==> src/design/ffa_pkg.sv <==
// Shared types and constants for the first-fit free-list allocator.
`timescale 1ns / 1ps
package ffa_pkg;
  localparam logic [1:0] ST_DONE  = 2'd0;
  localparam logic [1:0] ST_NOFIT = 2'd1;
  localparam logic [1:0] ST_FULL  = 2'd2;

  localparam logic OP_ALLOC = 1'b0;
  localparam logic OP_FREE  = 1'b1;

  localparam logic [0:0] REG_HEADER_BYTES  = 1'b0;
  localparam logic [0:0] REG_SPLIT_MINIMUM = 1'b1;

  localparam logic [7:0]  HEADER_RESET = 8'd8;
  localparam logic [15:0] SPLIT_RESET  = 16'd24;
  localparam int          LEN_BITS     = 32;
  localparam int          ADDR_BITS    = 32;
endpackage

==> src/design/ffa_if.sv <==
// Valid/ready channel interfaces for requests, results and configuration.
`timescale 1ns / 1ps
interface ffa_req_if;
  logic        valid;
  logic        ready;
  logic        opcode;
  logic [31:0] block_address;
  logic [31:0] block_length;
  logic [31:0] request_size;
  modport source (output valid, opcode, block_address, block_length, request_size,
                  input ready);
  modport sink (input valid, opcode, block_address, block_length, request_size,
                output ready);
endinterface

interface ffa_rsp_if;
  logic        valid;
  logic        ready;
  logic [1:0]  status;
  logic [31:0] user_address;
  logic [31:0] usable_size;
  modport source (output valid, status, user_address, usable_size, input ready);
  modport sink (input valid, status, user_address, usable_size, output ready);
endinterface

interface ffa_cfg_if;
  logic        valid;
  logic        ready;
  logic        index;
  logic [15:0] data;
  modport source (output valid, index, data, input ready);
  modport sink (input valid, index, data, output ready);
endinterface

==> src/design/first_fit_free_list_allocator_core.sv <==
// Top level: first-fit free segment allocator with coalescing.
//
// Channels: req (sink) takes allocate or free requests; rsp (source) returns
// one result per request; cfg (sink) writes header_bytes (index 0) and
// split_minimum (index 1), always ready.
// A request is taken only in IDLE. The segment table lives in a memory with
// one read port; a sequencer walks it one entry at a time (address, then
// registered data), first for the search and then, when a slot is inserted
// or dropped, to move the entries that follow it.
// The result sits in an output register; the next request is taken while it
// waits, and its own result waits until rsp is taken.
// Reset empties the table (count zero) and loads header 8 and split 24;
// no clearing pass is needed because only the first count entries are read.
`timescale 1ns / 1ps
module first_fit_free_list_allocator_core #(
  parameter int ENTRIES = 32
) (
  input  logic clk,
  input  logic rst,
  ffa_req_if.sink   req,
  ffa_rsp_if.source rsp,
  ffa_cfg_if.sink   cfg
);
  localparam int IW = $clog2(ENTRIES);
  localparam int CW = $clog2(ENTRIES + 1);
  localparam int AW = ffa_pkg::ADDR_BITS;
  localparam int LW = ffa_pkg::LEN_BITS;

  typedef enum logic [8:0] {
    S_IDLE  = 9'b000000001,
    S_RD    = 9'b000000010,
    S_CHK   = 9'b000000100,
    S_PREV  = 9'b000001000,
    S_PCHK  = 9'b000010000,
    S_SHR   = 9'b000100000,
    S_SHW   = 9'b001000000,
    S_SHL   = 9'b010000000,
    S_DONE  = 9'b100000000
  } state_t;

  state_t state;
  logic [AW-1:0] mem_start [ENTRIES];
  logic [LW-1:0] mem_len [ENTRIES];
  logic [AW-1:0] rd_start;
  logic [LW-1:0] rd_len;
  logic [IW-1:0] rd_addr;
  logic          we;
  logic [IW-1:0] wr_addr;
  logic [AW-1:0] wr_start;
  logic [LW-1:0] wr_len;

  logic [CW-1:0] count;
  logic [CW-1:0] idx;
  logic [CW-1:0] pos;
  logic          op;
  logic [AW-1:0] a;
  logic [LW-1:0] l;
  logic [LW-1:0] rq;
  logic [LW-1:0] lnew;
  logic          mnext;
  logic          shl;
  logic [7:0]    header_bytes;
  logic [15:0]   split_minimum;
  logic [1:0]    s_status;
  logic [31:0]   s_uaddr;
  logic [31:0]   s_usable;
  logic [1:0]    r_status;
  logic [31:0]   r_uaddr;
  logic [31:0]   r_usable;
  logic          out_valid;
  logic          pend;

  always_ff @(posedge clk) begin
    if (we) begin
      mem_start[wr_addr] <= wr_start;
      mem_len[wr_addr] <= wr_len;
    end
    rd_start <= mem_start[rd_addr];
    rd_len <= mem_len[rd_addr];
  end

  assign cfg.ready = 1'b1;
  always_ff @(posedge clk) begin
    if (rst) begin
      header_bytes <= ffa_pkg::HEADER_RESET;
      split_minimum <= ffa_pkg::SPLIT_RESET;
    end else if (cfg.valid) begin
      if (cfg.index == ffa_pkg::REG_HEADER_BYTES) header_bytes <= cfg.data[7:0];
      else split_minimum <= cfg.data;
    end
  end

  assign req.ready = (state == S_IDLE) && !pend;
  assign rsp.valid = out_valid;
  assign rsp.status = r_status;
  assign rsp.user_address = r_uaddr;
  assign rsp.usable_size = r_usable;

  logic [LW:0]   hdr_ext;
  logic [LW:0]   ends_at;
  logic [LW:0]   sum_len;
  logic [LW:0]   fit_len;
  logic [LW-1:0] left;
  always_comb begin
    hdr_ext = {{(LW-7){1'b0}}, header_bytes};
    ends_at = {1'b0, a} + {1'b0, l};
    sum_len = {1'b0, rd_len} + {1'b0, (state == S_PCHK) ? lnew : l};
    fit_len = {1'b0, rq} + hdr_ext;
    left = rd_len - rq;
    rd_addr = (state == S_SHR) ? IW'(idx - 1'b1) : idx[IW-1:0];
  end

  always_ff @(posedge clk) begin
    we <= 1'b0;
    if (rst) begin
      state <= S_IDLE;
      count <= '0;
      out_valid <= 1'b0;
      pend <= 1'b0;
    end else begin
      if (rsp.valid && rsp.ready) out_valid <= 1'b0;
      if (pend && (!out_valid || rsp.ready)) begin
        out_valid <= 1'b1;
        r_status <= s_status;
        r_uaddr <= s_uaddr;
        r_usable <= s_usable;
        pend <= 1'b0;
      end
      unique case (state)
        S_IDLE: if (req.valid && req.ready) begin
          op <= req.opcode;
          a <= req.block_address[AW-1:0];
          l <= req.block_length;
          rq <= (req.request_size < {24'd0, header_bytes}) ?
                {24'd0, header_bytes} : req.request_size;
          idx <= '0;
          s_uaddr <= '0;
          s_usable <= '0;
          s_status <= ffa_pkg::ST_DONE;
          if (req.opcode == ffa_pkg::OP_FREE && req.block_length == '0) begin
            pend <= 1'b1;
          end else if (count == '0) begin
            idx <= '0;
            state <= S_CHK;
            pos <= '0;
          end else state <= S_RD;
        end
        S_RD: state <= S_CHK;
        S_CHK: begin
          if (op == ffa_pkg::OP_ALLOC) begin
            if (idx == count) begin
              s_status <= ffa_pkg::ST_NOFIT;
              pend <= 1'b1;
              state <= S_IDLE;
            end else if ({1'b0, rd_len} >= fit_len) begin
              s_uaddr <= 32'(rd_start + AW'(header_bytes));
              if (left > {16'd0, split_minimum}) begin
                s_usable <= rq - LW'(header_bytes);
                we <= 1'b1;
                wr_addr <= idx[IW-1:0];
                wr_start <= rd_start + AW'(rq);
                wr_len <= left;
                pend <= 1'b1;
                state <= S_IDLE;
              end else begin
                s_usable <= rd_len - LW'(header_bytes);
                pos <= idx;
                idx <= idx + 1'b1;
                shl <= 1'b1;
                state <= S_SHL;
              end
            end else begin
              idx <= idx + 1'b1;
              state <= (idx + 1'b1 == count) ? S_CHK : S_RD;
            end
          end else begin
            if (idx != count && rd_start <= a) begin
              idx <= idx + 1'b1;
              state <= (idx + 1'b1 == count) ? S_CHK : S_RD;
            end else begin
              pos <= idx;
              mnext <= (idx != count) && (ends_at == {1'b0, rd_start}) && !sum_len[LW];
              lnew <= ((idx != count) && (ends_at == {1'b0, rd_start}) && !sum_len[LW])
                      ? sum_len[LW-1:0] : l;
              if (idx != '0) begin
                idx <= idx - 1'b1;
                state <= S_PREV;
              end else state <= S_PCHK;
            end
          end
        end
        S_PREV: state <= S_PCHK;
        S_PCHK: begin
          if (pos != '0 && ({1'b0, rd_start} + {1'b0, rd_len}) == {1'b0, a} &&
              !sum_len[LW]) begin
            we <= 1'b1;
            wr_addr <= idx[IW-1:0];
            wr_start <= rd_start;
            wr_len <= sum_len[LW-1:0];
            if (mnext) begin
              idx <= pos + 1'b1;
              shl <= 1'b1;
              state <= S_SHL;
            end else begin
              pend <= 1'b1;
              state <= S_IDLE;
            end
          end else if (mnext) begin
            we <= 1'b1;
            wr_addr <= pos[IW-1:0];
            wr_start <= a;
            wr_len <= lnew;
            pend <= 1'b1;
            state <= S_IDLE;
          end else if (count == CW'(ENTRIES)) begin
            s_status <= ffa_pkg::ST_FULL;
            pend <= 1'b1;
            state <= S_IDLE;
          end else begin
            idx <= count;
            state <= S_SHR;
          end
        end
        S_SHR: begin
          if (idx == pos) begin
            we <= 1'b1;
            wr_addr <= pos[IW-1:0];
            wr_start <= a;
            wr_len <= l;
            count <= count + 1'b1;
            pend <= 1'b1;
            state <= S_IDLE;
          end else begin
            idx <= idx - 1'b1;
            state <= S_SHW;
          end
        end
        S_SHW: begin
          we <= 1'b1;
          wr_addr <= IW'(idx + 1'b1);
          wr_start <= rd_start;
          wr_len <= rd_len;
          state <= S_SHR;
        end
        S_SHL: begin
          if (idx >= count) begin
            count <= count - 1'b1;
            pend <= 1'b1;
            state <= S_IDLE;
          end else if (shl) begin
            shl <= 1'b0;
          end else begin
            we <= 1'b1;
            wr_addr <= IW'(idx - 1'b1);
            wr_start <= rd_start;
            wr_len <= rd_len;
            idx <= idx + 1'b1;
            shl <= 1'b1;
          end
        end
        S_DONE: state <= S_IDLE;
        default: state <= S_IDLE;
      endcase
    end
  end

`ifndef SYNTHESIS
  a_count_max: assert property (@(posedge clk) disable iff (rst)
    count <= CW'(ENTRIES)) else $error("segment count beyond table");
  a_no_accept_busy: assert property (@(posedge clk) disable iff (rst)
    (state != S_IDLE) |-> !req.ready) else $error("ready while busy");
  a_fail_zero: assert property (@(posedge clk) disable iff (rst)
    (rsp.valid && rsp.status != ffa_pkg::ST_DONE) |-> (rsp.user_address == '0))
    else $error("failed result carries an address");
`endif
endmodule
==> src/flat_wrapper.sv <==
// flat-port wrapper written by rule: the top's interface ports become plain ports
module first_fit_free_list_allocator_core_flat 
#(
  parameter int ENTRIES = 32
)
  (clk, rst, req_valid, req_opcode, req_block_address, req_block_length, req_request_size, req_ready, rsp_valid, rsp_status, rsp_user_address, rsp_usable_size, rsp_ready, cfg_valid, cfg_index, cfg_data, cfg_ready);
  ffa_req_if req_i ();
  ffa_rsp_if rsp_i ();
  ffa_cfg_if cfg_i ();
  input  logic clk;
  input  logic rst;
  input wire logic [$bits(req_i.valid)-1:0] req_valid;
  input wire logic [$bits(req_i.opcode)-1:0] req_opcode;
  input wire logic [$bits(req_i.block_address)-1:0] req_block_address;
  input wire logic [$bits(req_i.block_length)-1:0] req_block_length;
  input wire logic [$bits(req_i.request_size)-1:0] req_request_size;
  output wire logic [$bits(req_i.ready)-1:0] req_ready;
  output wire logic [$bits(rsp_i.valid)-1:0] rsp_valid;
  output wire logic [$bits(rsp_i.status)-1:0] rsp_status;
  output wire logic [$bits(rsp_i.user_address)-1:0] rsp_user_address;
  output wire logic [$bits(rsp_i.usable_size)-1:0] rsp_usable_size;
  input wire logic [$bits(rsp_i.ready)-1:0] rsp_ready;
  input wire logic [$bits(cfg_i.valid)-1:0] cfg_valid;
  input wire logic [$bits(cfg_i.index)-1:0] cfg_index;
  input wire logic [$bits(cfg_i.data)-1:0] cfg_data;
  output wire logic [$bits(cfg_i.ready)-1:0] cfg_ready;
  assign req_i.valid = req_valid;
  assign req_i.opcode = req_opcode;
  assign req_i.block_address = req_block_address;
  assign req_i.block_length = req_block_length;
  assign req_i.request_size = req_request_size;
  assign req_ready = req_i.ready;
  assign rsp_valid = rsp_i.valid;
  assign rsp_status = rsp_i.status;
  assign rsp_user_address = rsp_i.user_address;
  assign rsp_usable_size = rsp_i.usable_size;
  assign rsp_i.ready = rsp_ready;
  assign cfg_i.valid = cfg_valid;
  assign cfg_i.index = cfg_index;
  assign cfg_i.data = cfg_data;
  assign cfg_ready = cfg_i.ready;
  first_fit_free_list_allocator_core #(.ENTRIES(ENTRIES)) u_core (.clk(clk), .rst(rst), .req(req_i), .rsp(rsp_i), .cfg(cfg_i));
endmodule
==> config.mk <==
export PLATFORM = sky130hd
export DESIGN_NAME = first_fit_free_list_allocator_core_flat
export DESIGN_NICKNAME = d
export VERILOG_FILES = /design/src/design/ffa_pkg.sv /design/src/design/ffa_if.sv /design/src/design/first_fit_free_list_allocator_core.sv /design/src/flat_wrapper.sv
export SDC_FILE = /design/constraint.sdc
export NUM_CORES = 2
export LEC_CHECK = 0
export BUFFER_PORTS_ARGS = -buffer_cell sky130_fd_sc_hd__buf_2
export CORE_UTILIZATION = 43
export DETAILED_ROUTE_END_ITERATION = 8
export GPL_ROUTABILITY_DRIVEN = 0
export HOLD_SLACK_MARGIN = 0.08
export PLACE_DENSITY = 0.57
export RECOVER_POWER = 100
export SLEW_MARGIN = 15
export SYNTH_ARGS = -nofsm -noshare
export SYNTH_HDL_FRONTEND = slang
export SYNTH_SLANG_ARGS = --single-unit
==> constraint.sdc <==
create_clock -name clk -period 11.4 [get_ports clk]
set_clock_uncertainty 0.05 [all_clocks]
set_input_delay 1.71 -clock clk [delete_from_list [all_inputs] [get_ports clk]]
set_output_delay 1.71 -clock clk [all_outputs]
set_load 0.05 [all_outputs]
After elaboration in Yosys (flattened, before gate mapping)
Memory sizes are Yosys's and may differ from the RTL's. A register that Yosys moved wholly into a read port is not among the register bits.
Index checks and enable logic that the tools add are counted.
{"block": "op_classes", "n_addsub": 14, "magnitude_cmp": 5, "eq_ne": 44, "muxes": 131, "bitwise_logic": 3, "reduce_logical": 38}
{"op": "32-bit 2-to-1 mux", "n": 28}
{"op": "32-bit one-hot mux with 5 select lines", "n": 2}
{"op": "6-bit 2-to-1 mux", "n": 25}
{"op": "32-bit one-hot mux with 2 select lines", "n": 2}
{"op": "32-bit by 32-bit adder with 33-bit output", "n": 3}
{"op": "9-bit 2-to-1 mux", "n": 9}
{"op": "9-bit one-hot mux with 8 select lines", "n": 1}
{"op": "33-bit by 32-bit == test with 1-bit output", "n": 2}
{"op": "32-bit by 8-bit subtractor with 32-bit output", "n": 2}
{"op": "5-bit 2-to-1 mux", "n": 11}
{"op": "32-bit by 8-bit adder with 33-bit output", "n": 1}
{"op": "32-bit by 33-bit greater-or-equal comparator with 1-bit output", "n": 1}
{"op": "1-bit 2-to-1 mux", "n": 33}
{"op": "32-bit adder", "n": 1}
{"op": "32-bit by 8-bit adder with 32-bit output", "n": 1}
{"op": "32-bit by 16-bit > comparator with 1-bit output", "n": 1}
{"op": "32-bit less-or-equal comparator", "n": 1}
{"op": "32-bit logical NOT", "n": 1}
{"op": "32-bit by 8-bit < comparator with 1-bit output", "n": 1}
{"op": "32-bit subtractor", "n": 1}
{"op": "6-bit one-hot mux with 5 select lines", "n": 1}
{"op": "2-bit inequality test (second input constant)", "n": 14}
{"op": "5-bit one-hot mux with 5 select lines", "n": 1}
{"op": "8-bit 2-to-1 mux", "n": 3}
{"op": "other kinds (44)", "n": 89}
{"block": "word_totals", "register_bits": 386, "ramBits": 2048, "out_inout_bits": 69, "n_memories": 2}
{"memory": "u_core.mem_len", "words": 32, "word_bits": 32, "read_ports": 1, "rd_clocked_by_memory_dff": 1, "wr": 1, "line": "first_fit_free_list_allocator_core.sv:43", "text": "logic [LW-1:0] mem_len [ENTRIES];"}
{"memory": "u_core.mem_start", "words": 32, "word_bits": 32, "read_ports": 1, "rd_clocked_by_memory_dff": 1, "wr": 1, "line": "first_fit_free_list_allocator_core.sv:42", "text": "logic [AW-1:0] mem_start [ENTRIES];"}

Longest topological paths before layout
{"block": "depth", "word_depth": 9, "depth_mapped": 37, "depth_no_buf": 35}

Least setup slack after synthesis
Ideal clock, no wire load.
{"block": "synth_path", "path_kind": "reg-to-reg", "startpoint": "register u_core.state[7]", "endpoint": "register u_core.wr_addr[0] (enable)", "t_arrival_ns": 9.290, "required_ns": 10.751, "path_slack_ns": 1.461, "path_stages_with_launch": 21, "n_path_buf": 3, "period_less_slack_ns": 9.939, "cell_sequence": "dfxtp_1 -> or4_1 -> nor3_1 -> nand3b_1 -> inv_1 -> clkbuf_1 -> clkbuf_1 -> nand2_1 -> nand2_1 -> ha_1 -> nor2b_1 -> o31a_1 -> o221ai_1 -> a21oi_1 -> a31o_2 -> a21o_1 -> o211ai_1 -> and3_1 -> clkbuf_1 -> a21oi_1 -> a211oi_1"}
{"block": "synth_via", "elab_chain_len": 7}
{"element": "start: declaration", "line": "first_fit_free_list_allocator_core.sv:41", "text": "state_t state;"}
{"element": "start signal: assignment", "line": "first_fit_free_list_allocator_core.sv:174", "text": "state <= (idx + 1'b1 == count) ? S_CHK : S_RD;"}
{"element": "start signal: assignment", "line": "first_fit_free_list_allocator_core.sv:179", "text": "state <= (idx + 1'b1 == count) ? S_CHK : S_RD;"}
{"element": "9-bit by 5-bit == test with 1-bit output", "line": "first_fit_free_list_allocator_core.sv:107, first_fit_free_list_allocator_core.sv:129"}
{"element": "32-bit 2-to-1 mux", "line": "first_fit_free_list_allocator_core.sv:107", "text": "sum_len = {1'b0, rd_len} + {1'b0, (state == S_PCHK) ? lnew : l};"}
{"element": "32-bit by 32-bit adder with 33-bit output", "line": "first_fit_free_list_allocator_core.sv:107"}
{"element": "1-bit logical NOT", "line": "first_fit_free_list_allocator_core.sv:195", "text": "!sum_len[LW]) begin"}
{"element": "1-bit logical AND", "line": "first_fit_free_list_allocator_core.sv:194", "text": "if (pos != '0 && ({1'b0, rd_start} + {1'b0, rd_len}) == {1'b0, a} &&"}
{"element": "3-bit by 2-bit inequality test with 1-bit output (no source line)"}
{"element": "10-bit AND reduction (no source line) (*)"}
{"element": "end signal: assignment", "line": "first_fit_free_list_allocator_core.sv:197", "text": "wr_addr <= idx[IW-1:0];"}
{"element": "end signal: assignment", "line": "first_fit_free_list_allocator_core.sv:210", "text": "wr_addr <= pos[IW-1:0];"}
{"element": "end signal: assignment", "line": "first_fit_free_list_allocator_core.sv:227", "text": "wr_addr <= pos[IW-1:0];"}
{"element": "end: declaration", "line": "first_fit_free_list_allocator_core.sv:48", "text": "logic [IW-1:0] wr_addr;"}
Every way passes the cells marked *; elsewhere a longest branch is shown, timed or not.
A chain may end at the register's enable or synchronous reset.

Worst setup path in the final report
{"block": "layout_path", "startpoint": "register u_core.state[7]", "endpoint": "register u_core.wr_start[3] (data pin)"}
{"block": "layout_via", "elab_chain_len": 7}
{"element": "9-bit by 5-bit == test with 1-bit output", "line": "first_fit_free_list_allocator_core.sv:107, first_fit_free_list_allocator_core.sv:129"}
{"element": "32-bit 2-to-1 mux", "line": "first_fit_free_list_allocator_core.sv:107"}
{"element": "32-bit by 32-bit adder with 33-bit output", "line": "first_fit_free_list_allocator_core.sv:107"}
{"element": "1-bit logical NOT", "line": "first_fit_free_list_allocator_core.sv:195"}
{"element": "1-bit logical AND", "line": "first_fit_free_list_allocator_core.sv:194"}
{"element": "32-bit 2-to-1 mux", "line": "first_fit_free_list_allocator_core.sv:194"}
{"element": "32-bit one-hot mux with 5 select lines (*)", "line": "first_fit_free_list_allocator_core.sv:129", "text": "unique case (state)"}
{"element": "end signal: assignment", "line": "first_fit_free_list_allocator_core.sv:161", "text": "wr_start <= rd_start + AW'(rq);"}
{"element": "end signal: assignment", "line": "first_fit_free_list_allocator_core.sv:198", "text": "wr_start <= rd_start;"}
{"element": "end signal: assignment", "line": "first_fit_free_list_allocator_core.sv:241", "text": "wr_start <= rd_start;"}
{"element": "end: declaration", "line": "first_fit_free_list_allocator_core.sv:49", "text": "logic [AW-1:0] wr_start;"}
Marked as above.

==> summary.md <==
The run finished, with violations left. The checks that failed: max-capacitance violations, max-slew violations. Setup violations remaining at the end of the flow were counted as 0. The HPWL after detailed placement is 206000 µm. Counting buffers and inverters, the worst setup path is 23 cells deep. Buffers placed on the I/O ports in this run total 186. Master cell of the clock root buffer: clkbuf_16. The fraction of final layout cells with drive strength greater than 1 is 0.1864, and the hold slack is 0.3523 ns. The depth of the most critical reg-to-reg path was 23; the clock latency on the worst-skew pair was 0.96 ns. For this design the ratio of total power to cell area is 231.7 mW/mm². In the final layout, the registers with the most flip-flops are u_core.mem_len: 1024 flops, u_core.mem_start: 1024 flops. Number of synthesized flops with an enable pin: 2392. The core outline area was 0.2519 mm². The number of setup buffers added after CTS is 0. Post-detailed-route via-to-cell ratio: 6.231. Summed over all cells, the static leakage comes to 39.92 nW. Subtracting the final worst setup slack from the clock period gives 10.37 ns. The total length of routed wires was 338700 µm; the layout net count was 7024. When the netlist entered floorplanning its net count stood at 6690.

After synthesis, the mean cell area works out to 17.39 µm². The tightest slew margin relative to the limit was -3.952. Die width: 505.9 µm.

The worst hold path was traced through 0 stages. The average wire per cell in the routed design was 33.34 µm. Along the worst path, the maximum fanout reaches 41. After the flow finishes, the layout carries non-filler instances totaling 10160.

The post-place setup slack was 1.743 ns; the number of ports placed on the die boundary was 188. Across the run, the number of max-cap violations was 86. The count of cell types in the netlist was 93; the total number of clock tree sinks was 2497. The synthesized instance count is 6277. The class of the worst hold path was reg2reg. Final instance area: 0.1227 mm². Overall routing resource usage: 0.2625.

Most instantiated flip-flop cell in the synthesis netlist: edfxtp_1. In this run, synthesis produced a sequential element count of 2497. Highest cell delay on the worst timing path: 1.79 ns. The yosys synthesis warning count is 0. The cell total after placement is 9680. The number of global-route vias before repair is 62200, and the arrival time of data at the critical path endpoint is 10.91 ns. The logs give 474800 µm for the global-route wire length before repair and 139 for the pin count of the biggest net entering global routing.

The first routing iteration left 8129 violations. The final-report hold violation count is 0. The worst setup path is captured at a register. The sequential cell area fraction in the yosys report was 0.6772. After detailed routing, the number of remaining DRC violations is 0.

The floorplan step defined a die boundary enclosing 0.2559 mm². The largest delay contributor family on the critical path was buffers and inverters. The run gives 277 as the TritonCTS buffer count. The critical path goes through or4_1 > nor3_1 > nand3b_1 > clkbuf_1 > inv_1 > clkbuf_1 > nand2_1 > nand2_1 > ha_1 > inv_1 > fa_1 > nor2b_1 > o31a_1 > o221ai_1 > a21oi_1 > a31o_1 > a21o_1 > o211ai_1 > nand3_1 > nor2_1 > clkbuf_2 > o21a_1 > o311ai_0. Across the VDD grid, the largest voltage drop is 0.1884 mV. The nature of the critical path startpoint is a register. Setup repair after global routing left no endpoint under its margin. After clock tree synthesis, the repair step resized 0 gates.

The sum of buffers and inverters on the critical path was 5. In this run the core area contains 184 standard-cell rows. The critical path class was reg2reg. The hold buffer count at cts was 0. The clock passes through at most 4 buffers. The filler cells instantiated in the layout total 20940. The design draws 28.43 mW. TritonCTS built the clock tree. For the pin with the worst max-slew slack, the measured transition is 7.428 ns.

For this run, the top clock speed supported by timing is 0.09639 GHz. The setup slack of the critical path after layout is 1.025 ns. The register clock-pin slew on the reported worst setup and hold paths is 0.06 ns. The slowest stage of the critical path belongs to the cell clkbuf_1. Share of synthesized flip-flops with an asynchronous set or reset: 0.

The data required time at the worst endpoint is 11.94 ns, and the total negative slack is 0 ns. The initial standard-cell utilization of the core was 0.4334; the count of final max-slew check failures was 2824. The post-route antenna net violation count came out at 0.

The final clock period utilization by the worst path is 0.9101. For the core utilization of the finished layout, the log shows 0.4870. The chip height works out to 505.9 µm.

The H-tree generated during clock tree synthesis spans 5 levels. The mapped netlist covers 0.1092 mm². The total via count after detailed routing was 63300. The number of iterations in the first detailed-routing pass is 9, and the post-synthesis to final-layout area growth is 12.37%. The tools report the remaining global-route overflow as 0.

The initial antenna violation count is 21, and the instance area after placement is 0.1149 mm².
cells in the final DEF (no fill, tap or decap), types with 103 or more instances in the layout:
cell,count
a21o_1,104
a21oi_1,234
clkbuf_1,268
clkbuf_16,281
dfxtp_1,105
edfxtp_1,2392
ha_1,284
inv_1,178
mux4_2,640
nand2_1,319
nor2_1,214
nor3_1,103
o21ai_0,165
xnor2_1,189
report_power, final:
part	leakage (nW)	internal (mW)	switching (mW)	total (mW)
clock network	4.11	4.94	3.56	8.50
registers	22.4	10.4	0.464	10.8
logic	13.4	3.45	5.63	9.08
final cells by class:
| cell class | instances | area (µm²) | area share |
|---|---|---|---|
| antenna | 8 | 20.02 | 0.0001632 |
| clock buffer | 363 | 7500 | 0.06114 |
| clock inverter | 107 | 954.7 | 0.007782 |
| inverter | 180 | 675.6 | 0.005508 |
| multi-input combinational | 3307 | 33610 | 0.2740 |
| sequential | 2497 | 73930 | 0.6027 |
| tap | 3348 | 4189 | 0.03415 |
| timing repair buffer | 348 | 1784 | 0.01454 |
Yosys cell counts, types with 39 or more instances:
library cell  instances  area [µm²]
a211oi_1             40       300.3
a21o_1              104       780.8
a21oi_1             234        1171
a222oi_1             39       390.4
clkbuf_1            243       912.1
dfxtp_1             105        2102
edfxtp_1           2392       71830
ha_1                285        3566
inv_1               177       664.4
mux2_2               95        1070
mux2i_1              46       460.4
mux4_2              640       14410
nand2_1             319        1197
nand3_1              82       410.4
nand4_1              58       362.9
nor2_1              231       867.1
nor3_1              104       520.5
nor4_1               39       244.0
o21a_1               42       315.3
o21ai_0             164       820.8
xnor2_1             189        1655
xor2_1               93       814.5
logic make-up (layout without fill, tap and decap cells):
family / after synthesis / in the layout / share of synthesized area
simple gates: 1065 / 1065 / 0.04785
other cells: 1 / 9 / 0.00003435
mux: 782 / 782 / 0.1462
flops: 2497 / 2497 / 0.6772
compound gates: 883 / 883 / 0.05493
fa+ha+maj: 294 / 294 / 0.03432
xor+xnor: 282 / 282 / 0.02262
buf+inv: 473 / 998 / 0.01686
worst paths after layout:
check,start,endpoint,slack (ns)
worst min register to register,u_core.s_uaddr[13]$_SDFFCE_PN0P_,u_core.rsp.user_address[13]$_DFFE_PP_,0.35
worst max register to register,u_core.state[7]$_SDFFE_PP0P_,u_core.wr_start[3]$_DFFE_PP_,1.03
worst min-delay path,u_core.s_uaddr[13]$_SDFFCE_PN0P_,u_core.rsp.user_address[13]$_DFFE_PP_,0.35
worst max-delay path,u_core.state[7]$_SDFFE_PP0P_,u_core.wr_start[3]$_DFFE_PP_,1.03
routing by layer:
layer	track usage	part of all wire	vias to the layer above
met1	0.3748	0.42	33530
met4	0.09611	0.040	4
met5	0	0.000094	-
met3	0.04560	0.084	579
met2	0.4046	0.46	3047
li1	-	-	26140
worst reg2reg max path, delay by kind of cell, from the launching register on:
kind                     cells  cell delay [ns]
AO/OA/AOI/OAI                8             3.34
adder cells (fa/ha/maj)      2             0.62
AND/OR/NAND/NOR              8             2.19
flip-flops                   1             0.34
buffers and inverters        5             3.49
No activity file was read; power rests on OpenSTA's default activity.
